===== config.mk =====
export PLATFORM = sky130hd
export DESIGN_NAME = mcfs_queue
export DESIGN_NICKNAME = d
export VERILOG_FILES = /design/src/mcfs_queue.sv
export SDC_FILE = /design/constraint.sdc
export NUM_CORES = 1
export LEC_CHECK = 0
export ABC_AREA = 1
export BUFFER_PORTS_ARGS = -buffer_cell sky130_fd_sc_hd__buf_4
export CORE_UTILIZATION = 50
export CTS_CLUSTER_SIZE = 30
export DETAILED_ROUTE_END_ITERATION = 6
export PLACE_DENSITY = 0.78
export SETUP_SLACK_MARGIN = 0.2
export SLEW_MARGIN = 5
export SYNTH_ARGS = -nofsm -noshare
export SYNTH_HDL_FRONTEND = slang
export SYNTH_SLANG_ARGS = --single-unit

===== constraint.sdc =====
create_clock -name clk -period 1.6 [get_ports clk]
set_clock_uncertainty 0.05 [all_clocks]
set_input_delay 0.16 -clock clk [delete_from_list [all_inputs] [get_ports clk]]
set_output_delay 0.16 -clock clk [all_outputs]
set_load 0.02 [all_outputs]

===== src/mcfs_queue.sv =====
`timescale 1ns / 1ps
// two-entry queue between front and back
module mcfs_queue #(
  parameter int W = 8
) (
  input  logic         clk,
  input  logic         rst_n,
  input  logic         wr_valid,
  output logic         wr_ready,
  input  logic [W-1:0] wr_data,
  output logic         rd_valid,
  input  logic         rd_ready,
  output logic [W-1:0] rd_data
);
  logic [W-1:0] mem_r [2];
  logic         wp_r, wp_nxt, rp_r, rp_nxt;
  logic [1:0]   cnt_r, cnt_nxt;
  logic         do_wr, do_rd;

  assign wr_ready = (cnt_r != 2'd2);
  assign rd_valid = (cnt_r != 2'd0);
  assign rd_data  = mem_r[rp_r];
  assign do_wr    = wr_valid && wr_ready;
  assign do_rd    = rd_valid && rd_ready;

  always_comb begin
    wp_nxt  = do_wr ? ~wp_r : wp_r;
    rp_nxt  = do_rd ? ~rp_r : rp_r;
    cnt_nxt = cnt_r + {1'b0, do_wr} - {1'b0, do_rd};
  end

  always_ff @(posedge clk) begin
    if (!rst_n) begin
      wp_r  <= 1'b0;
      rp_r  <= 1'b0;
      cnt_r <= 2'd0;
    end else begin
      wp_r  <= wp_nxt;
      rp_r  <= rp_nxt;
      cnt_r <= cnt_nxt;
    end
  end

  always_ff @(posedge clk) begin
    if (do_wr) mem_r[wp_r] <= wr_data;
  end

  assert property (@(posedge clk) disable iff (!rst_n) cnt_r != 2'd3)
    else $error("queue count overflow");
  assert property (@(posedge clk) disable iff (!rst_n)
    (cnt_r == 2'd0) |-> !do_rd)
    else $error("read from empty queue");
  assert property (@(posedge clk) disable iff (!rst_n)
    (do_wr && !do_rd) |=> (cnt_r == $past(cnt_r) + 2'd1))
    else $error("queue count did not grow");
endmodule


**Yosys cells after proc, flatten, opt, wreduce, memory -nomap -nowiden**

Memory sizes are Yosys's and may differ from the RTL's. A register that Yosys moved wholly into a read port is not among the register bits.
Cells that the tools add are included.

- Add/sub/neg operators: 2
- Equal/unequal tests: 1
- Multiplexer cells: 4
- Bitwise logic cells: 2
- Reduce and logical (&&, ||, !) cells: 3

Operator list:

| kind | number |
|---|---|
| two-way mux 1 bit | 4 |
| adder 2 x 1 -> 2 bit | 1 |
| logical AND 1 bit | 2 |
| inequality test 2 bit (second input constant) | 1 |
| NOT 1 bit | 2 |
| nonzero test 2 bit | 1 |
| subtractor 2 x 1 -> 2 bit | 1 |

- Register bits after elaboration: 4
- Bits in writable memories: 16
- Bits of input ports: 12
- Logic and storage cells: 16
- Memories kept: 1

Memory list:

| name | depth | bits a word | rd ports | clocked after Yosys merged registers in | write ports | RTL line | RTL |
|---|---|---|---|---|---|---|---|
| mem_r | 2 | 8 | 1 | 1 | 1 | 15 | `logic [W-1:0] mem_r [2];` |

**Depth between registers and ports, before layout**

- Word-level depth: 4
- Depth in mapped cells: 11
- Mapped depth without buffers: 11

**Worst setup path after synthesis**

Ideal clock, no wire load.

- Path kind: register to register
- Start: register cnt_r[0]
- End: register cnt_r[1]
- Library setup time: 115 ps
- Arrival time: 1383 ps
- Data required time: 1435 ps
- Setup slack: 52 ps
- Stages on the path, launching flop included: 11
- Clock period less this slack: 1548 ps
- Cells stage by stage: dfxtp_1 > inv_1 > nand2_2 > nand2_1 > ha_1 > inv_1 > ha_1 > inv_1 > nand2_1 > a21oi_1 > nor2_1

- Word-level cells in the longest chain between the ends: 4
- Elaborated cells between the ends (all ways): 6
- Classes of those cells: add/sub: 2; eq/ne: 1; reduce/logical: 3

RTL lines:

| element | RTL line | RTL |
|---|---|---|
| start: declaration | 17 | `logic [1:0] cnt_r, cnt_nxt;` |
| start signal: assignment | 40 | `cnt_r <= cnt_nxt;` |
| inequality test 2 bit | 20 | `assign wr_ready = (cnt_r != 2'd2);` |
| net wr_ready | 9 | `output logic wr_ready,` |
| logical AND 1 bit | 23 | `assign do_wr = wr_valid && wr_ready;` |
| adder 2 x 1 -> 2 bit | 29 | `cnt_nxt = cnt_r + {1'b0, do_wr} - {1'b0, do_rd};` |
| subtractor 2 x 1 -> 2 bit | 29 |  |

The timed path passes the listed nets, and every way through them passes these cells.
A chain may end at the register's enable or synchronous reset.

==> summary by stage <==
Cells and area
The layout overhead on the synthesized area is 48.8%. The number of antenna diodes is 0. Summing all multi-input logic gate instances after layout gives a little over 300 um2. The final-layout fill cell count is 80.

The final net count is ~110. In the final layout, the share of cells above drive strength 1 is a little under three fifths. Across the whole layout, storage elements account for approximately 600 um2. After routing the design area is 0.00130 mm2.

Place
The placer's final routability congestion estimate is just over 0.8. The worst-case setup slack after placement is between 0.15 and 0.2 ns. The post-place instance area is 0.00111 mm2.

Input and output buffers added on the ports amount to 21. The half-perimeter wire length after detailed placement is roughly 1000 um.

Floorplanning
The initial utilization of the core area, before any placement, comes to approximately 56%. The area of the die is around 0.0019 mm2. The placeable core area is 0.00156 mm2. The die is approximately 44 um tall. Pin placement for this block handled 22 I/O pins.

The floorplan die width is about 44 um. The standard-cell row count is 14.

CTS
The clock-pin transition on the worst setup and hold timing paths is 0.11 ns. The TritonCTS clock tree is built. Clock tree synthesis inserted a total of 3 buffers. Clock latency on the worst-skew pair, taken at its later pin, is between 0.2 and 0.3 ns. The cell chosen for the clock root is sky130_fd_sc_hd__clkbuf_4. CTS built an H-tree with a depth of 1. The clock sink count is 21. The number of buffers between clock root and the deepest sink is 2.

Job
The tool flagged a number of max-cap violations equal to 0.

Detailed routing
The via count normalized by instance count is about 4.9. The first routing iteration left 6 violations. The final routed wire length divided by cell count is between 10 and 15 um. The via total after detailed routing is roughly 560. The post-detailed-routing wire length is around 1500 um. The first-pass detailed-route iteration total is 6. The DRC violation count after routing is 2. Once detail routing completed, the nets flagged for antenna violations numbered 0.

Critical path
For the worst setup path, the data required time is roughly 1.4 ns. The endpoint arrival time on the critical path is 1.22 ns. The launching element type of the critical path is a register. The worst setup path is captured at a primary output. The setup path with the least slack is of type register to primary output.

The top fanout value on the critical path is 8.

Pwr
For this design the static power due to leakage is roughly 0.00055 uW. Across the VDD grid, the largest voltage drop is ~1.1 mV. The power dissipated by switching net loads is roughly 680 uW. Of the total power, combinational logic draws about 47%. For this design the ratio of total power to cell area is 1530 mW/mm2. The share of total power dissipated in the clock network is 12.3%. The internal portion of the total power is roughly 1300 uW.

In this run switching power makes up roughly a third of total power. The sequential share of power is about two fifths.

Worst hold path
The worst hold path belongs to the class primary input to register.

STA
Setup slack closes at about 0.17 ns. The fraction of the cycle the final worst path needs is 89.7%. The clock period minus final worst setup slack is 1.43 ns. The number of hold-slack violations in the final timing report is 0. Based on the critical path, the design can be clocked at up to around 700 MHz. The count of pins over their slew limit is 0.

The worst pin sits at a relative slew slack of between 70 and 80%. For the final routed database, the setup TNS stands at 0 ns. The slew at the pin closest to its max-slew limit is approximately 0.33 ns. Setup repair after global routing could not meet its margin everywhere. The total setup violations reported at the end of the flow is 0.

GRT
The first-pass GRT wire length is roughly 2400 um. The via count of the first global-routing pass was between 500 and 600. The remaining global-route overflow is 0. Entering global routing, the biggest net connects 13 pins. The global-route usage over all layers is between 10% and 20%. The number of antenna violations at the first check in global routing was 0.

Yosys
The net count after synthesis is 75. The synthesized netlist contains 14 unique library cells. After synthesis the cells add up to 872 um2. Counting flops and latches in the post-synthesis netlist gives 21. Synthesis produced a netlist whose cell count is 61. Sequential cells were found to cover approximately 67% of the synthesized design area. Averaged over all synthesized cells, the footprint is approximately 14 um2.

The count of yosys warnings during synthesis is 0.

Outcome
The flow ran to the end, but the final reports show violations. The checks that failed: DRC.
==> cell type report <==
| cell class | instances | share of cell area (%) |
|---|---|---|
| tap | 16 | 1.54 |
| timing repair buffer | 35 | 24.7 |
| sequential | 21 | 45.4 |
| clock buffer | 3 | 1.74 |
| clock inverter | 1 | 0.386 |
| inverter | 7 | 2.22 |
| multi-input combinational | 32 | 24.0 |
==> worst max-delay path, stage by stage, from the launching register on <==
cell,delay (ns)
sky130_fd_sc_hd__dfxtp_2,0.35
sky130_fd_sc_hd__buf_8,0.14
sky130_fd_sc_hd__mux2_4,0.31
sky130_fd_sc_hd__buf_6,0.13
==> cell families after synthesis <==
logic type / Yosys count / share of synthesized area, %
AO/OA/AOI/OAI: 2 / 1.15
adder cells (fa/ha/maj): 2 / 2.87
buffers and inverters: 8 / 4.30
flip-flops: 21 / 66.6
multiplexers: 8 / 13.8
AND/OR/NAND/NOR: 20 / 11.3
==> state kept, by name (all words and copies together) (netlist names), named ones only <==
name / count
cnt_r: 2
mem_r: 16
rp_r: 1
wp_r: 1
==> per-layer routing <==
layer | global-route usage (%) | share of wire [%] | wire length, um
met1 | 22.5 | 42 | 609
met2 | 30.1 | 54 | 784
met3 | 5.00 | 4.3 | 63
met4 | 7.50 | 0 | 0
met5 | 0 | 0 | 0
==> power by group through the flow <==
| stage | clock network (uW) | registers (uW) | logic [uW] |
|---|---|---|---|
| global route | 281 | 809 | 1010 |
| global placement | 0 | 793 | 759 |
| finish | 244 | 799 | 941 |
| floorplan | 0 | 787 | 559 |
| detailed placement | 0 | 800 | 778 |
| CTS | 256 | 797 | 937 |
==> synthesized netlist by cell type <==
cell                       count  area (um2)
sky130_fd_sc_hd__inv_1         7        26.3
sky130_fd_sc_hd__nand2_1       7        26.3
sky130_fd_sc_hd__mux2_4        8         120
sky130_fd_sc_hd__nor2_4        1        11.3
sky130_fd_sc_hd__nor2_1        6        22.5
sky130_fd_sc_hd__dfxtp_1       5         100
sky130_fd_sc_hd__edfxtp_1     16         480
sky130_fd_sc_hd__a21oi_1       2        10.0
sky130_fd_sc_hd__ha_1          2        25.0
sky130_fd_sc_hd__nand2_2       2        12.5
sky130_fd_sc_hd__buf_6         1        11.3
sky130_fd_sc_hd__nor2_2        1        6.26
sky130_fd_sc_hd__nand3_2       1        10.0
sky130_fd_sc_hd__nand3_1       2        10.0
==> placed cells by master, fill, tap and decap left out <==
master	count
sky130_fd_sc_hd__buf_4	18
sky130_fd_sc_hd__edfxtp_1	16
sky130_fd_sc_hd__mux2_4	8
sky130_fd_sc_hd__dlygate4sd3_1	8
sky130_fd_sc_hd__buf_6	8
sky130_fd_sc_hd__nor2_1	6
sky130_fd_sc_hd__nand2_1	5
sky130_fd_sc_hd__inv_1	4
sky130_fd_sc_hd__clkbuf_4	3
sky130_fd_sc_hd__nor2_4	2
sky130_fd_sc_hd__nand2_2	2
sky130_fd_sc_hd__inv_2	2
sky130_fd_sc_hd__nand3_1	2
sky130_fd_sc_hd__ha_4	2
sky130_fd_sc_hd__dfxtp_4	2
sky130_fd_sc_hd__dfxtp_1	2
sky130_fd_sc_hd__inv_4	1
sky130_fd_sc_hd__nand2_8	1
sky130_fd_sc_hd__nand2_4	1
sky130_fd_sc_hd__nand3_2	1
sky130_fd_sc_hd__a21oi_1	1
sky130_fd_sc_hd__a21oi_2	1
sky130_fd_sc_hd__dfxtp_2	1
sky130_fd_sc_hd__clkinv_2	1
sky130_fd_sc_hd__buf_8	1
==> stage by stage <==
step | power [uW] | std cells | hold WS (ns) | utilization (%)
after floorplan | 1350 | 61 | 0.203 | -
after global placement | 1550 | 99 | 0.295 | 71.0
after detailed placement | 1580 | 99 | 0.299 | 71.0
after CTS | 1990 | 115 | 0.0131 | 83.0
after global routing | 2100 | 115 | 0.00307 | 83.2
final | 1980 | 115 | 0.0215 | 83.2
==> final timing paths <==
check / startpoint / end / slack (ns) / cells past startpoint
setup / recovery: register / rd_data[0] / 0.17 / 3
hold / removal: rst_n / cnt_r[0]$_SDFF_PN0_ / 0.02 / 3
setup reg to reg: cnt_r[0]$_SDFF_PN0_ / cnt_r[1]$_SDFF_PN0_ / 0.21 / 10
hold reg to reg: rp_r$_SDFFE_PN0P_ / register / 0.49 / 2
==> timing repair <==
action | 4_1_cts | 5_1_grt
pin swaps | 4 | 0
setup buffers | 4 | 0
gates cloned | 0 | 0
setup endpoints to repair | 9 | 9
endpoints found under the hold margin | 16 | 0
hold buffers | 8 | 0
resized for setup | 15 | 1
No activity file was read; power rests on OpenSTA's default activity.
