==> src/mcfs_pkg.sv <==
`timescale 1ns / 1ps
package mcfs_pkg;
  localparam int MAX_CAMERAS_DEF   = 8;
  localparam int HISTORY_DEPTH_DEF = 10;
  localparam int TIME_WIDTH_DEF    = 48;
  localparam int OUT_TIME_W        = 48;
  localparam int TAG_W             = 16;
  localparam int WIN_W             = 16;
  localparam int ACT_W             = 4;
  localparam int WEIGHT_W          = 17;
  localparam logic [3:0]  ACT_RESET = 4'd4;
  localparam logic [15:0] WIN_RESET = 16'd50;
  localparam logic [0:0]  REG_ACTIVE = 1'b0;
  localparam logic [0:0]  REG_WINDOW = 1'b1;
  localparam logic [1:0]  PICK_NEWEST = 2'd0;
  localparam logic [1:0]  PICK_OLDEST = 2'd1;
  localparam logic [1:0]  PICK_BLEND  = 2'd2;
  localparam logic        REQ_ARRIVAL = 1'b0;
  localparam logic        REQ_SYNC    = 1'b1;
endpackage

==> src/mcfs_front.sv <==
`timescale 1ns / 1ps
// input side: takes beats, packs them, holds config registers
module mcfs_front #(
  parameter int TIME_WIDTH = mcfs_pkg::TIME_WIDTH_DEF,
  parameter int QW         = 1
) (
  input  logic                        clk,
  input  logic                        rst_n,
  input  logic                        in_valid,
  output logic                        in_ready,
  input  logic                        in_req_type,
  input  logic [2:0]                  in_camera_index,
  input  logic [47:0]                 in_arrival_time_us,
  input  logic [15:0]                 in_frame_tag,
  output logic                        q_valid,
  input  logic                        q_ready,
  output logic [QW-1:0]               q_data,
  input  logic                        psel,
  input  logic                        penable,
  input  logic                        pwrite,
  input  logic [2:0]                  paddr,
  input  logic [31:0]                 pwdata,
  output logic [31:0]                 prdata,
  output logic [mcfs_pkg::ACT_W-1:0]  active_cameras,
  output logic [mcfs_pkg::WIN_W-1:0]  sync_window_ms
);
  logic [mcfs_pkg::ACT_W-1:0] act_r;
  logic [mcfs_pkg::WIN_W-1:0] win_r;
  logic [TIME_WIDTH-1:0]      t;

  always_comb begin
    t = '0;
    for (int i = 0; i < TIME_WIDTH; i++) if (i < 48) t[i] = in_arrival_time_us[i];
  end

  assign in_ready = q_ready;
  assign q_valid  = in_valid;
  assign q_data   = {in_req_type, in_camera_index, t, in_frame_tag};
  assign active_cameras = act_r;
  assign sync_window_ms = win_r;

  always_ff @(posedge clk) begin
    if (!rst_n) begin
      act_r <= mcfs_pkg::ACT_RESET;
      win_r <= mcfs_pkg::WIN_RESET;
    end else if (psel && penable && pwrite) begin
      if (paddr[2] == mcfs_pkg::REG_ACTIVE) act_r <= pwdata[3:0];
      else win_r <= pwdata[15:0];
    end
  end

  always_comb begin
    if (paddr[2] == mcfs_pkg::REG_ACTIVE) prdata = {28'd0, act_r};
    else prdata = {16'd0, win_r};
  end
endmodule
==> config.mk <==
export PLATFORM = sky130hd
export DESIGN_NAME = mcfs_front
export DESIGN_NICKNAME = d
export VERILOG_FILES = /design/src/mcfs_pkg.sv /design/src/mcfs_front.sv
export SDC_FILE = /design/constraint.sdc
export NUM_CORES = 1
export LEC_CHECK = 0
export BUFFER_PORTS_ARGS = -buffer_cell sky130_fd_sc_hd__buf_2
export CELL_PAD_IN_SITES_DETAIL_PLACEMENT = 0
export CELL_PAD_IN_SITES_GLOBAL_PLACEMENT = 1
export CORE_UTILIZATION = 17
export CTS_BUF_LIST = sky130_fd_sc_hd__clkbuf_2
export DETAILED_ROUTE_END_ITERATION = 10
export PLACE_DENSITY_LB_ADDON = 0.1
export SLEW_MARGIN = 25
export SYNTH_ARGS = -nofsm -noshare
export SYNTH_HDL_FRONTEND = slang
export SYNTH_SLANG_ARGS = --single-unit
==> constraint.sdc <==
create_clock -name clk -period 1.2 [get_ports clk]
set_clock_uncertainty 0.2 [all_clocks]
set_input_delay 0.24 -clock clk [delete_from_list [all_inputs] [get_ports clk]]
set_output_delay 0.24 -clock clk [all_outputs]
set_load 0.05 [all_outputs]
## Word level (Yosys, flattened, before mapping)

Cells that the tools add are included.

| storage, ports and cells | value |
|---|---|
| input bits | 110 |
| logic and storage cells | 8 |
| bits in registers | 20 |
| output and inout port bits | 55 |

| operators by class | value |
|---|---|
| bitwise gates (word level) | 1 |
| reductions and logical operators | 4 |
| muxes and demuxes | 1 |

Operators by type and width:

| kind | number |
|---|---|
| 16-bit two-way mux | 1 |
| 2-bit AND reduction | 2 |
| 1-bit logical AND | 2 |
| 1-bit inverter | 1 |

## Depth between registers and ports, before layout

Gate-level depths: netlist of run 1.

| logic depth | value |
|---|---|
| word-level depth | 3 |
| depth in mapped cells | 5 |
| depth with buffers taken out | 2 |

## Least setup slack after synthesis of run 1

Ideal clock, no wire load.

| timing path | value |
|---|---|
| path type | reg2out |
| start | reg win_r, in the netlist sync_window_ms[4] |
| end | out prdata[4] |
| arrival | 1.128 ns |
| slack | -0.368 ns |
| buffers on the path | 0 |
| cell stages (with the launch flop) | 2 |
| cell sequence | dfxtp_1 -> and2_1 |

| between the ends | value |
|---|---|
| word-level cells in the longest chain between the ends | 1 |

Ends and longest elaborated chain:

| what | RTL line | text |
|---|---|---|
| from (decl) | mcfs_front.sv:28 | `logic [mcfs_pkg::WIN_W-1:0] win_r;` |
| from (signal assigned) | mcfs_front.sv:45 | `win_r <= mcfs_pkg::WIN_RESET;` |
| from (signal assigned) | mcfs_front.sv:48 | `else win_r <= pwdata[15:0];` |
| 16-bit two-way mux | mcfs_front.sv:53 | `if (paddr[2] == mcfs_pkg::REG_ACTIVE) prdata = {28'd0, act_r};` |
| to (decl) | mcfs_front.sv:23 | `output logic [31:0] prdata,` |

Every way passes these cells.

## Worst setup path in the final report of run 1

| timing path | value |
|---|---|
| start | reg act_r, in the netlist active_cameras[0] |
| end | out prdata[0] |

| between the ends | value |
|---|---|
| word-level cells in the longest chain between the ends | 1 |

Ends and longest elaborated chain:

| what | RTL line | text |
|---|---|---|
| from (decl) | mcfs_front.sv:27 | `logic [mcfs_pkg::ACT_W-1:0] act_r;` |
| from (signal assigned) | mcfs_front.sv:44 | `act_r <= mcfs_pkg::ACT_RESET;` |
| from (signal assigned) | mcfs_front.sv:47 | `if (paddr[2] == mcfs_pkg::REG_ACTIVE) act_r <= pwdata[3:0];` |
| 16-bit two-way mux | mcfs_front.sv:53 |  |

Every way passes these cells.

==> results.py, run 1 <==
metrics = {
    "sta": {
        "slew_viol_final": 0,
        "fmax_ghz": 0.637,
        "setup_violations": 36,
        "setup_tns_ps": -7800,
        "hold_violations": 0,
        "period_needed_ps": 1570,
        "grt_setup_unrepaired": "true",
        "period_share": 1.31,
        "fin_ws_ps": -369,
    },
    "drt": {
        "dr.first_iter.drc_count": 18,
        "drt-pass1-iter-count": 4,
        "wire_per_inst_um": 11.0,
        "detail-route-antenna-nets": 0,
        "drc_errors": 0,
        "finalWirelength_um": 3260,
        "vias": 1099,
        "vias_per_cell": 3.73,
    },
    "placed_design": {
        "dp_hpwl_um": 2260,
        "place_inst": 262,
        "gp_congestion": 0.695,
        "portBuffers": 57,
    },
    "run_status": {
        "status": "finished, violations left",
        "violations": "setup timing",
    },
    "grt": {
        "grt_max_degree": 39,
        "grt_overflow": 0,
        "grt_pass1_vias": 1047,
        "antenna_found_initial": 0,
        "grt_pass1_wl_um": 5000,
        "track_usage": 0.0887,
    },
    "critical_path": {
        "reg2reg_depth": 4,
        "critPathKind": "reg2out",
        "critPathMaxFanout": 2,
        "timing.rr.start": "active_cameras[3]",
        "cp.required_ps": 760,
        "arrival_ps": 1130,
        "worstSetupStartpointType": "flop",
        "reg2reg_to": "active_cameras[3]",
        "rrSetupSlack_ps": 200,
        "worst_setup_path_end_kind": "output port",
    },
    "clock_tree": {
        "cts_tree": "built",
        "cts-root-buf": "clkbuf_2",
        "clkTransAtPathRegs_ps": 210,
        "cts_made_buffers": 3,
        "cts.sinks": 20,
        "h-tree-depth": 1,
        "clock_path_buffers": 2,
        "clkLatencyLatePin_ps": 320,
    },
    "die": {
        "start_util": 0.178,
        "die_area_um2": 7010,
        "ios": 165,
        "dieHeight_um": 83.8,
        "core-area_um2": 6390,
        "std_cell_rows": 29,
        "die_w_um": 83.8,
    },
    "synthesis": {
        "synth_area_leaders": "dfxtp_1 35%, mux2i_1 18%, buf_4 13%, nand2_1 9.9%, and2_1 5.5%",
        "syn_inst": 125,
        "yosysWarnings": 0,
        "yosys.area.top_type_share": 0.352,
        "avgSynthCellArea_um2": 9.09,
        "synth-seq-cells": 20,
        "yosysTopAreaCell": "dfxtp_1",
        "ys_seq_area_frac": 0.352,
        "synthDistinctLibCells": 16,
        "netlist_area_um2": 1140,
    },
    "hold_path": {
        "min_to": "active_cameras[0]",
        "worst_hold_path.num_cells": 3,
        "hold_path_class": "in2reg",
        "holdCritStartpoint": "penable",
    },
    "power": {
        "seqPwrFrac": 0.442,
        "vdd_ir_drop_max_mv": 0.259,
        "comb_power_share": 0.368,
        "netSwitchingFraction": 0.365,
        "p_sw_mw": 0.544,
        "internal_power_mw": 0.947,
        "finalPower_mw": 1.49,
        "cellPowerDensity_nw_per_um2": 642,
        "leakage_nw": 1.03,
        "p_clk_frac": 0.190,
    },
    "final_layout": {
        "areaGrowthSynthToFinish_pct": 104,
        "finalNonFillerCells": 295,
        "num_antenna_cells": 0,
        "fin_nets": 329,
        "drive_gt1_frac": 0.578,
    },
    "flow_run": {
        "drv_cap": 0,
    },
}
[state kept, by name (all words and copies together), names as in the netlist]
name            count
sync_window_ms     16
active_cameras      4
[worst max path at each step]
stage,end,cells past startpoint,slack [ps],startpoint
after global routing,prdata[3],2,-450,active_cameras[3]
after global placement,prdata[13],4,-300,paddr[2]
after floorplan,sync_window_ms[4],5,-40,paddr[2]
final,prdata[0],2,-370,active_cameras[0]
after detailed placement,prdata[8],4,-300,paddr[2]
after CTS,prdata[0],2,-410,active_cameras[0]
[layout make-up]
cell class | instances | area, um2
multi-input combinational | 93 | 619
fill | 647 | 4060
sequential | 20 | 473
clock buffer | 3 | 15.0
tap | 77 | 96.3
clock inverter | 1 | 3.75
timing repair buffer | 101 | 1110
[per-stage QoR]
stage / worst slack [ps] / hold slack, ps / area (um2) / utilization
detailed placement: -304 / 274 / 1640 / 0.256
CTS: -411 / 58.5 / 2170 / 0.340
floorplan: -38.4 / 172 / 1320 / -
global route: -451 / 59.2 / 2320 / 0.364
global placement: -298 / 268 / 1640 / 0.256
finish: -369 / 85.0 / 2320 / 0.364
[worst max-delay path: stages (launching register included)]
cell     delay [ps]
dfxtp_4         390
mux2_4          270
buf_6           150
[power by group through the flow]
stage | sequential, mW | combinational, mW | clock, mW
after floorplan | 0.723 | 0.338 | 0
after global placement | 0.670 | 0.424 | 0
after detailed placement | 0.671 | 0.425 | 0
after CTS | 0.662 | 0.527 | 0.320
after global routing | 0.662 | 0.577 | 0.346
final | 0.659 | 0.548 | 0.284
[per-layer routing]
metal | wire length (um) | global-route usage | vias up
met3 | 207 | 0.0218 | 2
met5 | 0 | 0 | -
met1 | 1410 | 0.115 | 500
li1 | - | - | 552
met4 | 13 | 0.0231 | 0
met2 | 1630 | 0.146 | 45
[kinds of logic (layout without fill, tap and decap cells)]
kind of cell / count (synthesis) / after routing / share of synthesized area
DFF: 20 / 20 / 0.352
other: 1 / 16 / 0.00330
and+or+nand+nor: 53 / 53 / 0.239
muxes: 24 / 24 / 0.216
buffers and inverters: 27 / 105 / 0.189
[cell usage after synthesis (all sizes together)]
| cell | count |
|---|---|
| and4 | 1 |
| conb | 1 |
| mux2 | 4 |
| clkbuf | 3 |
| nand2 | 30 |
| and4b | 1 |
| mux2i | 20 |
| dfxtp | 20 |
| nand4b | 1 |
| buf | 24 |
| and2 | 12 |
| nor2b | 8 |
[what timing repair did]
item | CTS | global route
gates resized for setup | 107 | 17
hold buffers | 16 | 0
pin swaps | 11 | 0
endpoints found under the hold margin | 20 | 0
setup buffers | 0 | 16
setup endpoints to repair | 36 | 36
[cells in the final DEF (no fill, tap or decap), drive strengths merged]
| cell | instances |
|---|---|
| clkbuf | 3 |
| mux2 | 4 |
| nand2 | 30 |
| and4 | 1 |
| and4b | 1 |
| buf | 85 |
| dlygate4sd3 | 16 |
| and2 | 12 |
| conb | 16 |
| clkinv | 1 |
| nand4b | 1 |
| nor2b | 8 |
| dfxtp | 20 |
| mux2i | 20 |
(Power assumes the default switching activity.)
==> run 2, diff against run 1 <==
BUFFER_PORTS_ARGS = unset   (was -buffer_cell sky130_fd_sc_hd__buf_2)
CORE_AREA = 2 2 64 66   (was unset)
CORE_UTILIZATION = unset   (was 17)
DIE_AREA = 0 0 66 68   (was unset)
DONT_BUFFER_PORTS = 1   (was unset)
==> results.py, run 2 (same netlist as run 1, synthesis figures left out) <==
metrics = {
    "hold_path": {
        "hold_path_class": "in2reg",
    },
    "clock_tree": {
        "cts_made_buffers": 3,
        "clkLatencyLatePin_ps": 300,
        "cts_tree": "built",
        "cts-root-buf": "clkbuf_2",
        "clkTransAtPathRegs_ps": 200,
        "cts_hold_buffers": 12,
        "h-tree-depth": 1,
        "cts.sinks": 20,
        "clock_path_buffers": 2,
    },
    "final_layout": {
        "final_util": 0.424,
        "fin_nets": 265,
        "drive_gt1_frac": 0.429,
        "num_antenna_cells": 0,
        "largest_reg_flops": 16,
        "final_common_cell": "nand2_1",
        "final_cell_mix": "30 x nand2_1, 20 x mux2i_1, 19 x dfxtp_4",
        "areaGrowthSynthToFinish_pct": 43.8,
    },
    "die": {
        "dieHeight_um": 68,
        "core-area_um2": 3860,
        "ios": 165,
        "std_cell_rows": 23,
        "start_util": 0.295,
        "die_w_um": 66,
        "die_area_um2": 4490,
    },
    "power": {
        "leakage_nw": 0.673,
        "vdd_ir_drop_max_mv": 0.396,
        "cellPowerDensity_nw_per_um2": 806,
    },
    "flow_run": {
        "drv_cap": 0,
    },
    "sta": {
        "period_needed_ps": 1480,
        "fin_ws_ps": -284,
        "hold_ws_ps": -160,
        "setup_violations": 36,
        "grt_setup_unrepaired": "true",
        "period_share": 1.24,
        "fmax_ghz": 0.674,
        "slew_viol_final": 0,
        "hold_violations": 20,
    },
    "drt": {
        "vias": 869,
        "vias_per_cell": 4.26,
        "finalWirelength_um": 2560,
        "wire_per_inst_um": 12.6,
        "drc_errors": 0,
        "dr.first_iter.drc_count": 29,
        "detail-route-antenna-nets": 0,
        "drt-pass1-iter-count": 2,
    },
    "placed_design": {
        "portBuffers": 0,
        "gp_congestion": 0.581,
        "dp_hpwl_um": 1800,
    },
    "critical_path": {
        "worstSetupStartpointType": "flop",
        "critPathKind": "reg2out",
        "cpPeakStageDelay_ps": 390,
        "cp.required_ps": 760,
        "critPathTopFamily": "flip-flops",
        "worst_setup_path_end_kind": "output port",
        "critPathMaxFanout": 2,
        "crit_path_cell_trace": "mux2_4",
        "cp_slowest_cell": "dfxtp_4",
        "cp_num_buf_inv": 0,
        "arrival_ps": 1040,
    },
    "grt": {
        "grt_pass1_wl_um": 3860,
        "grt_max_degree": 39,
        "track_usage": 0.115,
        "grt_pass1_vias": 793,
        "grt_overflow": 0,
        "antenna_found_initial": 0,
    },
    "run_status": {
        "status": "finished, violations left",
        "violations": "hold timing, setup timing",
    },
}
==> run 2: final cells by class <==
class | count | area, um2
Clock buffer | 3 | 15.0
Clock inverter | 1 | 3.75
Fill cell | 379 | 2220
Multi-Input combinational cell | 93 | 619
Sequential cell | 20 | 473
Tap cell | 50 | 62.6
Timing Repair Buffer | 37 | 460
==> run 2: path summary, 6_finish.rpt <==
| path | start | to | slack (ps) | cells after the start |
|---|---|---|---|---|
| min | rst_n | sync_window_ms[2] | -160 | 2 |
| min reg2reg | sync_window_ms[11] | sync_window_ms[11] | 310 | 2 |
| max reg2reg | active_cameras[1] | active_cameras[1] | 140 | 4 |
| max | sync_window_ms[1] | prdata[1] | -280 | 1 |
==> run 2: repair_timing <==
action	in CTS	in global routing
buffers inserted	1	2
hold endpoints to repair	20	20
gates resized for setup	36	1
pin swaps	11	0
endpoints found under the setup margin	36	36
==> run 2: report_power, final <==
| part | leakage [nW] | internal (mW) | switching (mW) |
|---|---|---|---|
| clock | 0.0140 | 0.0725 | 0.208 |
| combinational | 0.485 | 0.120 | 0.257 |
| sequential | 0.174 | 0.647 | 0.0136 |
| total | 0.673 | 0.839 | 0.478 |
==> run 2: metal layers <==
metal,vias to the layer above,share of wire,track usage
met1,386,0.43,0.141
met4,0,0.0098,0.0485
met2,57,0.43,0.182
met5,-,0,0
met3,4,0.12,0.0444
li1,422,-,-
==> run 2: per-stage QoR <==
| step | instance area [um2] | instances | total power, mW | TNS, ps | worst slack [ps] |
|---|---|---|---|---|---|
| floorplan | 1320 | 140 | 1.06 | -393 | -38.4 |
| global placement | 1330 | 185 | 0.991 | 0 | 88.1 |
| detailed placement | 1330 | 185 | 0.992 | 0 | 83.8 |
| CTS | 1610 | 202 | 1.36 | -6910 | -332 |
| global route | 1630 | 204 | 1.40 | -7990 | -350 |
| finish | 1630 | 204 | 1.32 | -5370 | -284 |
